==> src/rtl/core/zpad_pkg.sv <==
`default_nettype none

package zpad_pkg;

    localparam int WORD_W         = 32;
    localparam int CFG_DIM_W      = 11;
    localparam int CFG_PAD_W      = 4;
    localparam int CFG_IDX_W      = 3;
    localparam int DEF_NUM_IMAGES = 1;
    localparam int DEF_MAX_DIM    = 1024;

    // Configuration register indexes
    typedef enum logic [CFG_IDX_W-1:0] {
        REG_SRC_ROWS  = 3'd0,
        REG_SRC_COLS  = 3'd1,
        REG_SRC_ALIGN = 3'd2,
        REG_CHANNELS  = 3'd3,
        REG_PAD_WIDTH = 3'd4,
        REG_DST_ROWS  = 3'd5,
        REG_DST_COLS  = 3'd6,
        REG_DST_ALIGN = 3'd7
    } cfg_reg_t;

    typedef struct packed {
        logic [CFG_DIM_W-1:0] src_rows;
        logic [CFG_DIM_W-1:0] src_cols;
        logic [CFG_PAD_W-1:0] src_align_pad;
        logic [CFG_DIM_W-1:0] channels;
        logic [CFG_PAD_W-1:0] pad_width;
        logic [CFG_DIM_W-1:0] dst_rows;
        logic [CFG_DIM_W-1:0] dst_cols;
        logic [CFG_PAD_W-1:0] dst_align_pad;
    } cfg_t;

    // Flags of the walk position currently presented
    typedef struct packed {
        logic in_win;         // copy window word
        logic leave_win_row;  // last word of a window row, channel continues
        logic row_end;        // last word of a channel
        logic batch_end;      // last word of the batch
        logic irregular;      // channel wrap that does not step the base by one
    } walk_evt_t;

    typedef struct packed {
        logic [WORD_W-1:0] out_word;
        logic [WORD_W-1:0] dest_index;
        logic              took_source;
        logic [WORD_W-1:0] src_index;
        logic              last;
    } result_t;

    // Source address generator sequencer
    typedef enum logic [1:0] {
        AG_RUN,
        AG_MUL1,
        AG_MUL2,
        AG_SUM
    } ag_state_t;

    // Width of a saturated dimension value (0..max_dim)
    function automatic int dim_w(input int max_dim);
        return $clog2(max_dim + 1);
    endfunction

    // Width of a row or channel counter (0..max_dim-1)
    function automatic int row_w(input int max_dim);
        return $clog2(max_dim);
    endfunction

    // Width of a column counter, alignment columns included
    function automatic int col_w(input int max_dim);
        return $clog2(max_dim + 16);
    endfunction

    function automatic int img_w(input int num_images);
        return (num_images > 1) ? $clog2(num_images) : 1;
    endfunction

endpackage

`default_nettype wire

==> src/rtl/core/zpad_walker.sv <==
`default_nettype none

module zpad_walker #(
    parameter int NUM_IMAGES = zpad_pkg::DEF_NUM_IMAGES,
    parameter int MAX_DIM    = zpad_pkg::DEF_MAX_DIM
) (
    input  logic                                    clk,
    input  logic                                    rst_n,
    input  zpad_pkg::cfg_t                          cfg,
    input  logic                                    advance,
    output zpad_pkg::walk_evt_t                     evt,
    output logic [zpad_pkg::WORD_W-1:0]             dest_index,
    output logic [zpad_pkg::img_w(NUM_IMAGES)-1:0]  img_count,
    output logic [zpad_pkg::row_w(MAX_DIM)-1:0]     ch_count,
    output logic [zpad_pkg::row_w(MAX_DIM)-1:0]     row_off,
    output logic [zpad_pkg::col_w(MAX_DIM)-1:0]     col_off,
    output logic [zpad_pkg::dim_w(MAX_DIM)-1:0]     s_rows,
    output logic [zpad_pkg::dim_w(MAX_DIM)-1:0]     n_ch,
    output logic [zpad_pkg::dim_w(MAX_DIM):0]       stride
);
    import zpad_pkg::*;

    localparam int IMG_W = img_w(NUM_IMAGES);
    localparam int ROW_W = row_w(MAX_DIM);
    localparam int COL_W = col_w(MAX_DIM);
    localparam int DIM_W = dim_w(MAX_DIM);
    // Wide enough for a raw register value as well as the column span
    localparam int CW    = ((COL_W > CFG_DIM_W) ? COL_W : CFG_DIM_W) + 1;

    logic [IMG_W-1:0]  img_count_reg, img_count_next;
    logic [ROW_W-1:0]  ch_count_reg, ch_count_next;
    logic [ROW_W-1:0]  row_count_reg, row_count_next;
    logic [COL_W-1:0]  col_count_reg, col_count_next;
    logic [WORD_W-1:0] dest_offset_reg, dest_offset_next;

    logic [CW-1:0] max_x;
    logic [CW-1:0] src_rows_x, src_cols_x, channels_x, dst_rows_x, dst_cols_x;
    logic [CW-1:0] s_rows_x, s_cols_x, n_ch_x, d_rows_x, d_cols_x;
    logic [CW-1:0] row_sum_x, row_len_x, pad_x, r_x, c_x, ch_x;
    logic          row_in, in_win, end_col, end_row, end_ch, end_img;

    // Saturate and floor the configured dimensions
    always_comb
    begin
        max_x      = CW'(MAX_DIM);
        src_rows_x = CW'(cfg.src_rows);
        src_cols_x = CW'(cfg.src_cols);
        channels_x = CW'(cfg.channels);
        dst_rows_x = CW'(cfg.dst_rows);
        dst_cols_x = CW'(cfg.dst_cols);
        s_rows_x   = (src_rows_x > max_x) ? max_x : src_rows_x;
        s_cols_x   = (src_cols_x > max_x) ? max_x : src_cols_x;
        n_ch_x     = (channels_x > max_x) ? max_x : channels_x;
        if (n_ch_x == '0)
        begin
            n_ch_x = CW'(1);
        end
        d_rows_x   = (dst_rows_x > max_x) ? max_x : dst_rows_x;
        if (d_rows_x == '0)
        begin
            d_rows_x = CW'(1);
        end
        d_cols_x   = (dst_cols_x > max_x) ? max_x : dst_cols_x;
        row_sum_x  = d_cols_x + CW'(cfg.dst_align_pad);
        row_len_x  = (row_sum_x == '0) ? CW'(1) : row_sum_x;
    end

    // Window test and end-of-span flags for the current position
    always_comb
    begin
        pad_x   = CW'(cfg.pad_width);
        r_x     = CW'(row_count_reg);
        c_x     = CW'(col_count_reg);
        ch_x    = CW'(ch_count_reg);
        row_in  = (r_x >= pad_x) && (r_x < pad_x + s_rows_x);
        in_win  = row_in && (c_x >= pad_x) && (c_x < pad_x + s_cols_x) && (c_x < d_cols_x);
        end_col = (c_x + CW'(1)) >= row_len_x;
        end_row = end_col && ((r_x + CW'(1)) >= d_rows_x);
        end_ch  = end_row && ((ch_x + CW'(1)) >= n_ch_x);
        end_img = end_ch && (img_count_reg == IMG_W'(NUM_IMAGES - 1));
    end

    always_comb
    begin
        evt.in_win        = in_win;
        evt.leave_win_row = end_col && !end_row && row_in;
        evt.row_end       = end_row;
        evt.batch_end     = end_img;
        evt.irregular     = end_ch && !end_img && (ch_x != n_ch_x - CW'(1));
        dest_index        = dest_offset_reg;
        img_count         = img_count_reg;
        ch_count          = ch_count_reg;
        row_off           = (r_x >= pad_x) ? ROW_W'(r_x - pad_x) : '0;
        col_off           = COL_W'(c_x - pad_x);
        s_rows            = DIM_W'(s_rows_x);
        n_ch              = DIM_W'(n_ch_x);
        stride            = (DIM_W + 1)'(s_cols_x + CW'(cfg.src_align_pad));
    end

    // Counter advance, innermost first
    always_comb
    begin
        img_count_next   = img_count_reg;
        ch_count_next    = ch_count_reg;
        row_count_next   = row_count_reg;
        col_count_next   = col_count_reg;
        dest_offset_next = dest_offset_reg;
        if (advance)
        begin
            if (end_img)
            begin
                img_count_next   = '0;
                ch_count_next    = '0;
                row_count_next   = '0;
                col_count_next   = '0;
                dest_offset_next = '0;
            end
            else
            begin
                dest_offset_next = dest_offset_reg + WORD_W'(1);
                if (!end_col)
                begin
                    col_count_next = COL_W'(c_x + CW'(1));
                end
                else
                begin
                    col_count_next = '0;
                    if (!end_row)
                    begin
                        row_count_next = ROW_W'(r_x + CW'(1));
                    end
                    else
                    begin
                        row_count_next = '0;
                        if (!end_ch)
                        begin
                            ch_count_next = ROW_W'(ch_x + CW'(1));
                        end
                        else
                        begin
                            ch_count_next  = '0;
                            img_count_next = img_count_reg + IMG_W'(1);
                        end
                    end
                end
            end
        end
    end

    always_ff @(posedge clk or negedge rst_n)
    begin
        if (!rst_n)
        begin
            img_count_reg   <= '0;
            ch_count_reg    <= '0;
            row_count_reg   <= '0;
            col_count_reg   <= '0;
            dest_offset_reg <= '0;
        end
        else
        begin
            img_count_reg   <= img_count_next;
            ch_count_reg    <= ch_count_next;
            row_count_reg   <= row_count_next;
            col_count_reg   <= col_count_next;
            dest_offset_reg <= dest_offset_next;
        end
    end

    // Batch end returns the walk to the origin
    a_batch_wrap: assert property (@(posedge clk) disable iff (!rst_n)
        advance && end_img |=> (col_count_reg == '0) && (row_count_reg == '0) &&
            (ch_count_reg == '0) && (img_count_reg == '0) && (dest_offset_reg == '0))
        else $error("walk did not restart after the last item of the batch");

    // Inside a row the column steps by one
    a_col_step: assert property (@(posedge clk) disable iff (!rst_n)
        advance && !end_col && !end_img |=>
            col_count_reg == COL_W'($past(col_count_reg) + COL_W'(1)))
        else $error("column counter did not step by one");

endmodule

`default_nettype wire

==> src/rtl/core/zpad_addr_gen.sv <==
`default_nettype none

module zpad_addr_gen #(
    parameter int NUM_IMAGES = zpad_pkg::DEF_NUM_IMAGES,
    parameter int MAX_DIM    = zpad_pkg::DEF_MAX_DIM
) (
    input  logic                                    clk,
    input  logic                                    rst_n,
    input  logic                                    recalc_req,
    input  logic                                    advance,
    input  zpad_pkg::walk_evt_t                     evt,
    input  logic [zpad_pkg::img_w(NUM_IMAGES)-1:0]  img_count,
    input  logic [zpad_pkg::row_w(MAX_DIM)-1:0]     ch_count,
    input  logic [zpad_pkg::row_w(MAX_DIM)-1:0]     row_off,
    input  logic [zpad_pkg::col_w(MAX_DIM)-1:0]     col_off,
    input  logic [zpad_pkg::dim_w(MAX_DIM)-1:0]     s_rows,
    input  logic [zpad_pkg::dim_w(MAX_DIM)-1:0]     n_ch,
    input  logic [zpad_pkg::dim_w(MAX_DIM):0]       stride,
    output logic                                    busy,
    output logic [zpad_pkg::WORD_W-1:0]             src_index
);
    import zpad_pkg::*;

    localparam int IMG_W  = img_w(NUM_IMAGES);
    localparam int ROW_W  = row_w(MAX_DIM);
    localparam int DIM_W  = dim_w(MAX_DIM);
    localparam int BASE_W = IMG_W + DIM_W + 1;

    ag_state_t state_reg, state_next;

    logic [WORD_W-1:0]      chan_stride_reg;
    logic [BASE_W-1:0]      base_reg;
    logic [ROW_W-1:0]       row_delta_reg;
    logic [DIM_W:0]         stride_reg;
    logic [WORD_W-1:0]      chan_start_reg;
    logic [WORD_W-1:0]      row_prod_reg;
    logic [WORD_W-1:0]      row_start_reg;

    logic [2*DIM_W:0]         stride_prod;
    logic [IMG_W+DIM_W-1:0]   img_prod;
    logic [BASE_W+WORD_W-1:0] start_prod;
    logic [ROW_W+DIM_W:0]     row_prod;
    logic [WORD_W-1:0]        chan_step;

    // Next state
    always_comb
    begin
        state_next = state_reg;
        case (state_reg)
            AG_RUN:
            begin
                if (recalc_req || (advance && evt.irregular))
                begin
                    state_next = AG_MUL1;
                end
            end
            AG_MUL1:
            begin
                state_next = recalc_req ? AG_MUL1 : AG_MUL2;
            end
            AG_MUL2:
            begin
                state_next = recalc_req ? AG_MUL1 : AG_SUM;
            end
            AG_SUM:
            begin
                state_next = recalc_req ? AG_MUL1 : AG_RUN;
            end
            default:
            begin
                state_next = AG_MUL1;
            end
        endcase
    end

    // Outputs
    always_comb
    begin
        busy      = (state_reg != AG_RUN);
        src_index = evt.in_win ? (row_start_reg + WORD_W'(col_off)) : '0;
    end

    always_ff @(posedge clk or negedge rst_n)
    begin
        if (!rst_n)
        begin
            state_reg <= AG_MUL1;
        end
        else
        begin
            state_reg <= state_next;
        end
    end

    // Products for the base setup, one multiplier level per step
    always_comb
    begin
        stride_prod = s_rows * stride;
        img_prod    = img_count * n_ch;
        start_prod  = base_reg * chan_stride_reg;
        row_prod    = row_delta_reg * stride_reg;
        chan_step   = chan_start_reg + chan_stride_reg;
    end

    // Channel and row base addresses
    always_ff @(posedge clk)
    begin
        case (state_reg)
            AG_MUL1:
            begin
                chan_stride_reg <= WORD_W'(stride_prod);
                base_reg        <= BASE_W'(img_prod) + BASE_W'(ch_count);
                row_delta_reg   <= row_off;
                stride_reg      <= stride;
            end
            AG_MUL2:
            begin
                chan_start_reg <= start_prod[WORD_W-1:0];
                row_prod_reg   <= WORD_W'(row_prod);
            end
            AG_SUM:
            begin
                row_start_reg <= chan_start_reg + row_prod_reg;
            end
            AG_RUN:
            begin
                if (advance)
                begin
                    if (evt.batch_end)
                    begin
                        chan_start_reg <= '0;
                        row_start_reg  <= '0;
                    end
                    else if (evt.row_end)
                    begin
                        chan_start_reg <= chan_step;
                        row_start_reg  <= chan_step;
                    end
                    else if (evt.leave_win_row)
                    begin
                        row_start_reg <= row_start_reg + WORD_W'(stride_reg);
                    end
                end
            end
            default:
            begin
                row_start_reg <= row_start_reg;
            end
        endcase
    end

    // No item may step the walk while the bases are being rebuilt
    a_run_only: assert property (@(posedge clk) disable iff (!rst_n)
        advance |-> state_reg == AG_RUN)
        else $error("item accepted during base address setup");

    // A register write restarts the setup
    a_recalc: assert property (@(posedge clk) disable iff (!rst_n)
        recalc_req |=> state_reg == AG_MUL1)
        else $error("register write did not restart base setup");

endmodule

`default_nettype wire

==> src/rtl/core/zpad_out_buf.sv <==
`default_nettype none

module zpad_out_buf (
    input  logic              clk,
    input  logic              rst_n,
    input  logic              push,
    output logic              space,
    input  zpad_pkg::result_t push_data,
    output logic              out_valid,
    input  logic              out_ready,
    output zpad_pkg::result_t out_data
);
    import zpad_pkg::*;

    logic    out_valid_reg, skid_valid_reg;
    result_t out_data_reg, skid_data_reg;
    logic    out_free;

    // Output register plus one skid entry
    always_comb
    begin
        space     = !skid_valid_reg;
        out_free  = !out_valid_reg || out_ready;
        out_valid = out_valid_reg;
        out_data  = out_data_reg;
    end

    always_ff @(posedge clk or negedge rst_n)
    begin
        if (!rst_n)
        begin
            out_valid_reg  <= 1'b0;
            skid_valid_reg <= 1'b0;
        end
        else if (out_free)
        begin
            out_valid_reg  <= skid_valid_reg || push;
            skid_valid_reg <= 1'b0;
        end
        else if (push)
        begin
            skid_valid_reg <= 1'b1;
        end
    end

    always_ff @(posedge clk)
    begin
        if (out_free)
        begin
            out_data_reg <= skid_valid_reg ? skid_data_reg : push_data;
        end
        else if (push)
        begin
            skid_data_reg <= push_data;
        end
    end

    a_skid_order: assert property (@(posedge clk) disable iff (!rst_n)
        skid_valid_reg |-> out_valid_reg)
        else $error("skid entry held with empty output register");

    a_skid_fill: assert property (@(posedge clk) disable iff (!rst_n)
        push && out_valid_reg && !out_ready |=> skid_valid_reg)
        else $error("item pushed into a stalled output was dropped");

endmodule

`default_nettype wire

==> src/rtl/core/feature_map_zero_padder.sv <==
// An accepted item's result is registered in the output register, or in the one-entry
// skid if the output stalls. Throughput: one item per cycle while in_ready is high.
// After reset and after every register write, in_ready stays low while the source
// address base is rebuilt with the multipliers; the same setup follows a channel wrap
// that skips channels after a channel count change mid-batch.
// Reset clears the walk counters and loads dimensions 1 and pads 0.
`default_nettype none

module feature_map_zero_padder #(
    parameter int NUM_IMAGES = zpad_pkg::DEF_NUM_IMAGES,
    parameter int MAX_DIM    = zpad_pkg::DEF_MAX_DIM
) (
    input  logic                             clk,
    input  logic                             rst_n,
    input  logic                             cfg_valid,
    output logic                             cfg_ready,
    input  logic [zpad_pkg::CFG_IDX_W-1:0]   cfg_index,
    input  logic [zpad_pkg::CFG_DIM_W-1:0]   cfg_data,
    input  logic                             in_valid,
    output logic                             in_ready,
    input  logic [zpad_pkg::WORD_W-1:0]      src_word,
    output logic                             out_valid,
    input  logic                             out_ready,
    output logic [zpad_pkg::WORD_W-1:0]      out_word,
    output logic [zpad_pkg::WORD_W-1:0]      dest_index,
    output logic                             took_source,
    output logic [zpad_pkg::WORD_W-1:0]      src_index,
    output logic                             last
);
    import zpad_pkg::*;

    localparam int IMG_W = img_w(NUM_IMAGES);
    localparam int ROW_W = row_w(MAX_DIM);
    localparam int COL_W = col_w(MAX_DIM);
    localparam int DIM_W = dim_w(MAX_DIM);

    cfg_t              cfg_reg;
    logic              cfg_write;
    logic              accept;
    logic              busy;
    logic              space;
    walk_evt_t         evt;
    logic [WORD_W-1:0] dest_cur;
    logic [WORD_W-1:0] src_cur;
    logic [IMG_W-1:0]  img_count;
    logic [ROW_W-1:0]  ch_count;
    logic [ROW_W-1:0]  row_off;
    logic [COL_W-1:0]  col_off;
    logic [DIM_W-1:0]  s_rows;
    logic [DIM_W-1:0]  n_ch;
    logic [DIM_W:0]    stride;
    result_t           res;
    result_t           res_out;

    // Handshakes
    always_comb
    begin
        cfg_ready = 1'b1;
        cfg_write = cfg_valid && cfg_ready;
        in_ready  = space && !busy;
        accept    = in_valid && in_ready;
    end

    // Register file
    always_ff @(posedge clk or negedge rst_n)
    begin
        if (!rst_n)
        begin
            cfg_reg.src_rows      <= CFG_DIM_W'(1);
            cfg_reg.src_cols      <= CFG_DIM_W'(1);
            cfg_reg.src_align_pad <= '0;
            cfg_reg.channels      <= CFG_DIM_W'(1);
            cfg_reg.pad_width     <= '0;
            cfg_reg.dst_rows      <= CFG_DIM_W'(1);
            cfg_reg.dst_cols      <= CFG_DIM_W'(1);
            cfg_reg.dst_align_pad <= '0;
        end
        else if (cfg_write)
        begin
            case (cfg_reg_t'(cfg_index))
                REG_SRC_ROWS:  cfg_reg.src_rows      <= cfg_data;
                REG_SRC_COLS:  cfg_reg.src_cols      <= cfg_data;
                REG_SRC_ALIGN: cfg_reg.src_align_pad <= cfg_data[CFG_PAD_W-1:0];
                REG_CHANNELS:  cfg_reg.channels      <= cfg_data;
                REG_PAD_WIDTH: cfg_reg.pad_width     <= cfg_data[CFG_PAD_W-1:0];
                REG_DST_ROWS:  cfg_reg.dst_rows      <= cfg_data;
                REG_DST_COLS:  cfg_reg.dst_cols      <= cfg_data;
                REG_DST_ALIGN: cfg_reg.dst_align_pad <= cfg_data[CFG_PAD_W-1:0];
                default:       cfg_reg               <= cfg_reg;
            endcase
        end
    end

    zpad_walker #(
        .NUM_IMAGES (NUM_IMAGES),
        .MAX_DIM    (MAX_DIM)
    ) u_walker (
        .clk        (clk),
        .rst_n      (rst_n),
        .cfg        (cfg_reg),
        .advance    (accept),
        .evt        (evt),
        .dest_index (dest_cur),
        .img_count  (img_count),
        .ch_count   (ch_count),
        .row_off    (row_off),
        .col_off    (col_off),
        .s_rows     (s_rows),
        .n_ch       (n_ch),
        .stride     (stride)
    );

    zpad_addr_gen #(
        .NUM_IMAGES (NUM_IMAGES),
        .MAX_DIM    (MAX_DIM)
    ) u_addr_gen (
        .clk        (clk),
        .rst_n      (rst_n),
        .recalc_req (cfg_write),
        .advance    (accept),
        .evt        (evt),
        .img_count  (img_count),
        .ch_count   (ch_count),
        .row_off    (row_off),
        .col_off    (col_off),
        .s_rows     (s_rows),
        .n_ch       (n_ch),
        .stride     (stride),
        .busy       (busy),
        .src_index  (src_cur)
    );

    // Result for the item at the current walk position
    always_comb
    begin
        res.out_word    = evt.in_win ? src_word : '0;
        res.dest_index  = dest_cur;
        res.took_source = evt.in_win;
        res.src_index   = src_cur;
        res.last        = evt.batch_end;
    end

    zpad_out_buf u_out_buf (
        .clk       (clk),
        .rst_n     (rst_n),
        .push      (accept),
        .space     (space),
        .push_data (res),
        .out_valid (out_valid),
        .out_ready (out_ready),
        .out_data  (res_out)
    );

    always_comb
    begin
        out_word    = res_out.out_word;
        dest_index  = res_out.dest_index;
        took_source = res_out.took_source;
        src_index   = res_out.src_index;
        last        = res_out.last;
    end

endmodule

`default_nettype wire

==> config.mk <==
export PLATFORM = sky130hd
export DESIGN_NAME = feature_map_zero_padder
export DESIGN_NICKNAME = d
export VERILOG_FILES = /design/src/rtl/core/zpad_pkg.sv /design/src/rtl/core/zpad_walker.sv /design/src/rtl/core/zpad_addr_gen.sv /design/src/rtl/core/zpad_out_buf.sv /design/src/rtl/core/feature_map_zero_padder.sv
export SDC_FILE = /design/constraint.sdc
export NUM_CORES = 2
export LEC_CHECK = 0
export BUFFER_PORTS_ARGS = -buffer_cell sky130_fd_sc_hd__buf_2
export CAP_MARGIN = 25
export CORE_ASPECT_RATIO = 0.7
export CORE_UTILIZATION = 30
export DETAILED_ROUTE_END_ITERATION = 6
export SETUP_SLACK_MARGIN = 0.05
export SYNTH_ARGS = -nofsm -noshare
export SYNTH_HDL_FRONTEND = slang
export SYNTH_SLANG_ARGS = --single-unit
==> constraint.sdc <==
create_clock -name clk -period 10.6 [get_ports clk]
set_clock_uncertainty 0.15 [all_clocks]
set_input_delay 0.53 -clock clk [delete_from_list [all_inputs] [get_ports clk]]
set_output_delay 0.53 -clock clk [all_outputs]
set_load 0.03 [all_outputs]
==> impl_metrics.ini <==
[placed_design]
portBuffers = 150
hpwlAfterDp_mm = 89.0
dpl_cell_area_sq_mm = 0.0460
gp_congestion = 0.906
post-place-ws_ps = 2620

[die]
initial_utilization_pct = 30.3
core_sq_mm = 0.143
rows = 116
die-height_um = 320
design.portCount = 152
dieArea_sq_mm = 0.146
dieWidth_um = 456

[finish]
fillers = 14576
drive_gt1_share_pct = 10.0
final_nets = 5236
area_growth_pct = 10.6
diodes = 0
design_area_sq_mm = 0.0479

[worst_setup_path]
crit_type = reg2reg
cp.required_ps = 10820
startpoint_type = flop
path_common_cell = fa_1
cp_data_arrival_time_ps = 8290
crit_fanout = 8
slowest_stage = o41ai_1
crit_buf_inv = 5
path_delay_family = adder cells
critPathMaxStageDelay_ps = 550
end_kind = flop

[clocking]
cts.sinks = 474
clockBufferDepth = 3
htreeDepth = 2
cts-root-buf = clkbuf_16
insertion_delay_ps = 650
clk_pin_slew_ps = 70
cts_tree = built
cts_inserted_buffers = 50

[synthesis]
ys_seq_area_share_pct = 31.3
synth.top_cell.area_share_pct = 23.5
ys_ff_latch = 474
synthArstFlopShare_pct = 28.5
synth_area_leaders = edfxtp_1 24%, fa_1 18%, ha_1 11%
synth-edff-count = 339
syn_area_sq_mm = 0.0433
synthDistinctLibCells = 98
yosys.area.top_type = edfxtp_1
avgSynthCellArea_sq_um = 9.97
synth_top_flop_cell = edfxtp_1
yosys_warnings = 0
syn_inst = 4342

[route]
avgViaCountPerCell = 4.94
finalWirelength_mm = 116
ant_nets = 0
first_pass_iters = 5
drt-wirelength-per-cell_um = 18.2
drt_iter0_drc = 2747
drcViolationCount = 0
via_count = 31360

[grt]
gr-total-overflow = 0
grt_pass1_vias = 31284
grt_pass1_wl_mm = 184
grt_max_degree = 83
grtUsageTotal_pct = 15.9
antenna_found_initial = 6

[timing]
report.final.slew_viol_count = 0
setup_viol = 0
clock.fmax_mhz = 124
rsz0062_at_grt = false
fin_ws_ps = 2520
worst_pin_slew_ps = 1070
hold_viol = 0
fin_setup_tns_ps = 0
layout_min_cycle_time_ps = 8080
timing.final.crit_share_pct = 76.2
hold_slack_ps = 43.8
slew_headroom_pct = 28.4

[worst_hold_path]
hp-class = in2reg

[run]
timing.max_cap.violations = 0

[run_status]
outcome = completed
==> worst reg2reg max path, delay by kind of cell, from the launching register on <==
family,cells,cell delay [ps]
XOR/XNOR,2,390
AO/OA/AOI/OAI,8,1730
AND/OR/NAND/NOR,6,1130
adder cells (fa/ha/maj),8,3360
buffers and inverters,5,500
flip-flops,1,540
==> routing by layer <==
| metal | global-route usage [%] | vias up | routed length [um] |
|---|---|---|---|
| li1 | - | 14740 | - |
| met1 | 25.5 | 15559 | 60900 |
| met2 | 21.7 | 960 | 44200 |
| met3 | 3.38 | 101 | 9350 |
| met4 | 2.42 | 0 | 1480 |
| met5 | 0 | - | 0 |
==> synthesized netlist by cell type (6+ instances only) <==
cell       count
a211o_1        8
a211oi_1      28
a21boi_0       8
a21o_1        57
a21oi_1      145
a22o_1         9
a31oi_1       16
and2_1       245
and3_1        27
buf_2         11
clkbuf_1     145
dfrtp_1      129
dfstp_2        6
edfxtp_1     339
fa_1         385
ha_1         375
inv_1        492
mux2_2       132
nand2_1      507
nand2b_1      39
nand3_1       98
nand4_1       28
nor2_1       297
nor2b_1       39
nor3_1        42
nor4_1        16
o2111ai_1      8
o211ai_1      10
o21a_1        23
o21ai_0      154
o21bai_1      15
o221ai_1       9
o22ai_1       31
o31ai_1       25
or2_2         10
or3_1         23
xnor2_1      174
xor2_1       108
==> what timing repair did <==
action	4_1_cts	5_1_grt
hold buffers	1	0
setup buffers	0	0
hold endpoints to repair	76	0
resized for setup	0	0
==> worst paths after layout <==
| path | start | end | slack [ps] | cells past startpoint |
|---|---|---|---|---|
| max | cfg_reg[45] | u_addr_gen.chan_stride_reg[22] | 2520 | 29 |
| min | src_word[8] | u_out_buf.skid_data_reg[74] | 40 | 2 |
| max reg2reg | cfg_reg[45] | u_addr_gen.chan_stride_reg[22] | 2520 | 29 |
| min reg2reg | u_walker.dest_index[13] | u_out_buf.skid_data_reg[47] | 350 | 0 |
| max in group asynchronous | rst_n | u_out_buf.skid_valid_reg | 8500 | 3 |
| min in group asynchronous | rst_n | cfg_reg[61] | 360 | 2 |
==> through the flow <==
stage | util, % | cells
2_1_floorplan | - | 4354
3_3_place_gp | 32.2 | 6255
3_5_place_dp | 32.2 | 6256
4_1_cts | 33.4 | 6350
5_1_grt | 33.4 | 6354
6_report | 33.4 | 6354
==> area by class of cell <==
cell class                 instances  area, sq um  area share [%]
sequential                       474        13600            28.3
timing repair buffer             183         1060            2.21
multi-input combinational       3217        27300            57.0
clock buffer                      61         1300            2.72
tap                             1888         2360            4.94
clock inverter                    32          438           0.915
inverter                         499         1870            3.91
==> kinds of logic (layout without fill, tap and decap cells) <==
group                    Yosys count  count (layout)  share of synthesized area, %
multiplexers                     137             137                          3.55
other                              2              14                        0.0173
XOR/XNOR                         282             282                          5.70
buffers and inverters            663             775                          5.90
AO/OA/AOI/OAI                    618             618                          9.37
adder cells (fa/ha/maj)          760             760                          28.6
flip-flops                       474             474                          31.3
AND/OR/NAND/NOR                 1406            1406                          15.5
==> cell usage in the layout (no fill, tap or decap), types with 29 or more instances in the layout <==
cell,instances
nor2_1,294
fa_1,385
nand2b_1,38
nand3_1,98
nor3_1,42
nor2b_1,39
buf_4,29
o21ai_0,153
a21o_1,57
mux2_2,132
nand2_1,507
and2_1,245
ha_1,373
o22ai_1,31
dfrtp_1,128
edfxtp_1,339
buf_2,149
xor2_1,108
xnor2_1,174
a21oi_1,144
clkbuf_16,50
inv_1,492
Power is not shown: default switching activity piles up to over one toggle a cycle in this logic, so the estimate is an artifact.
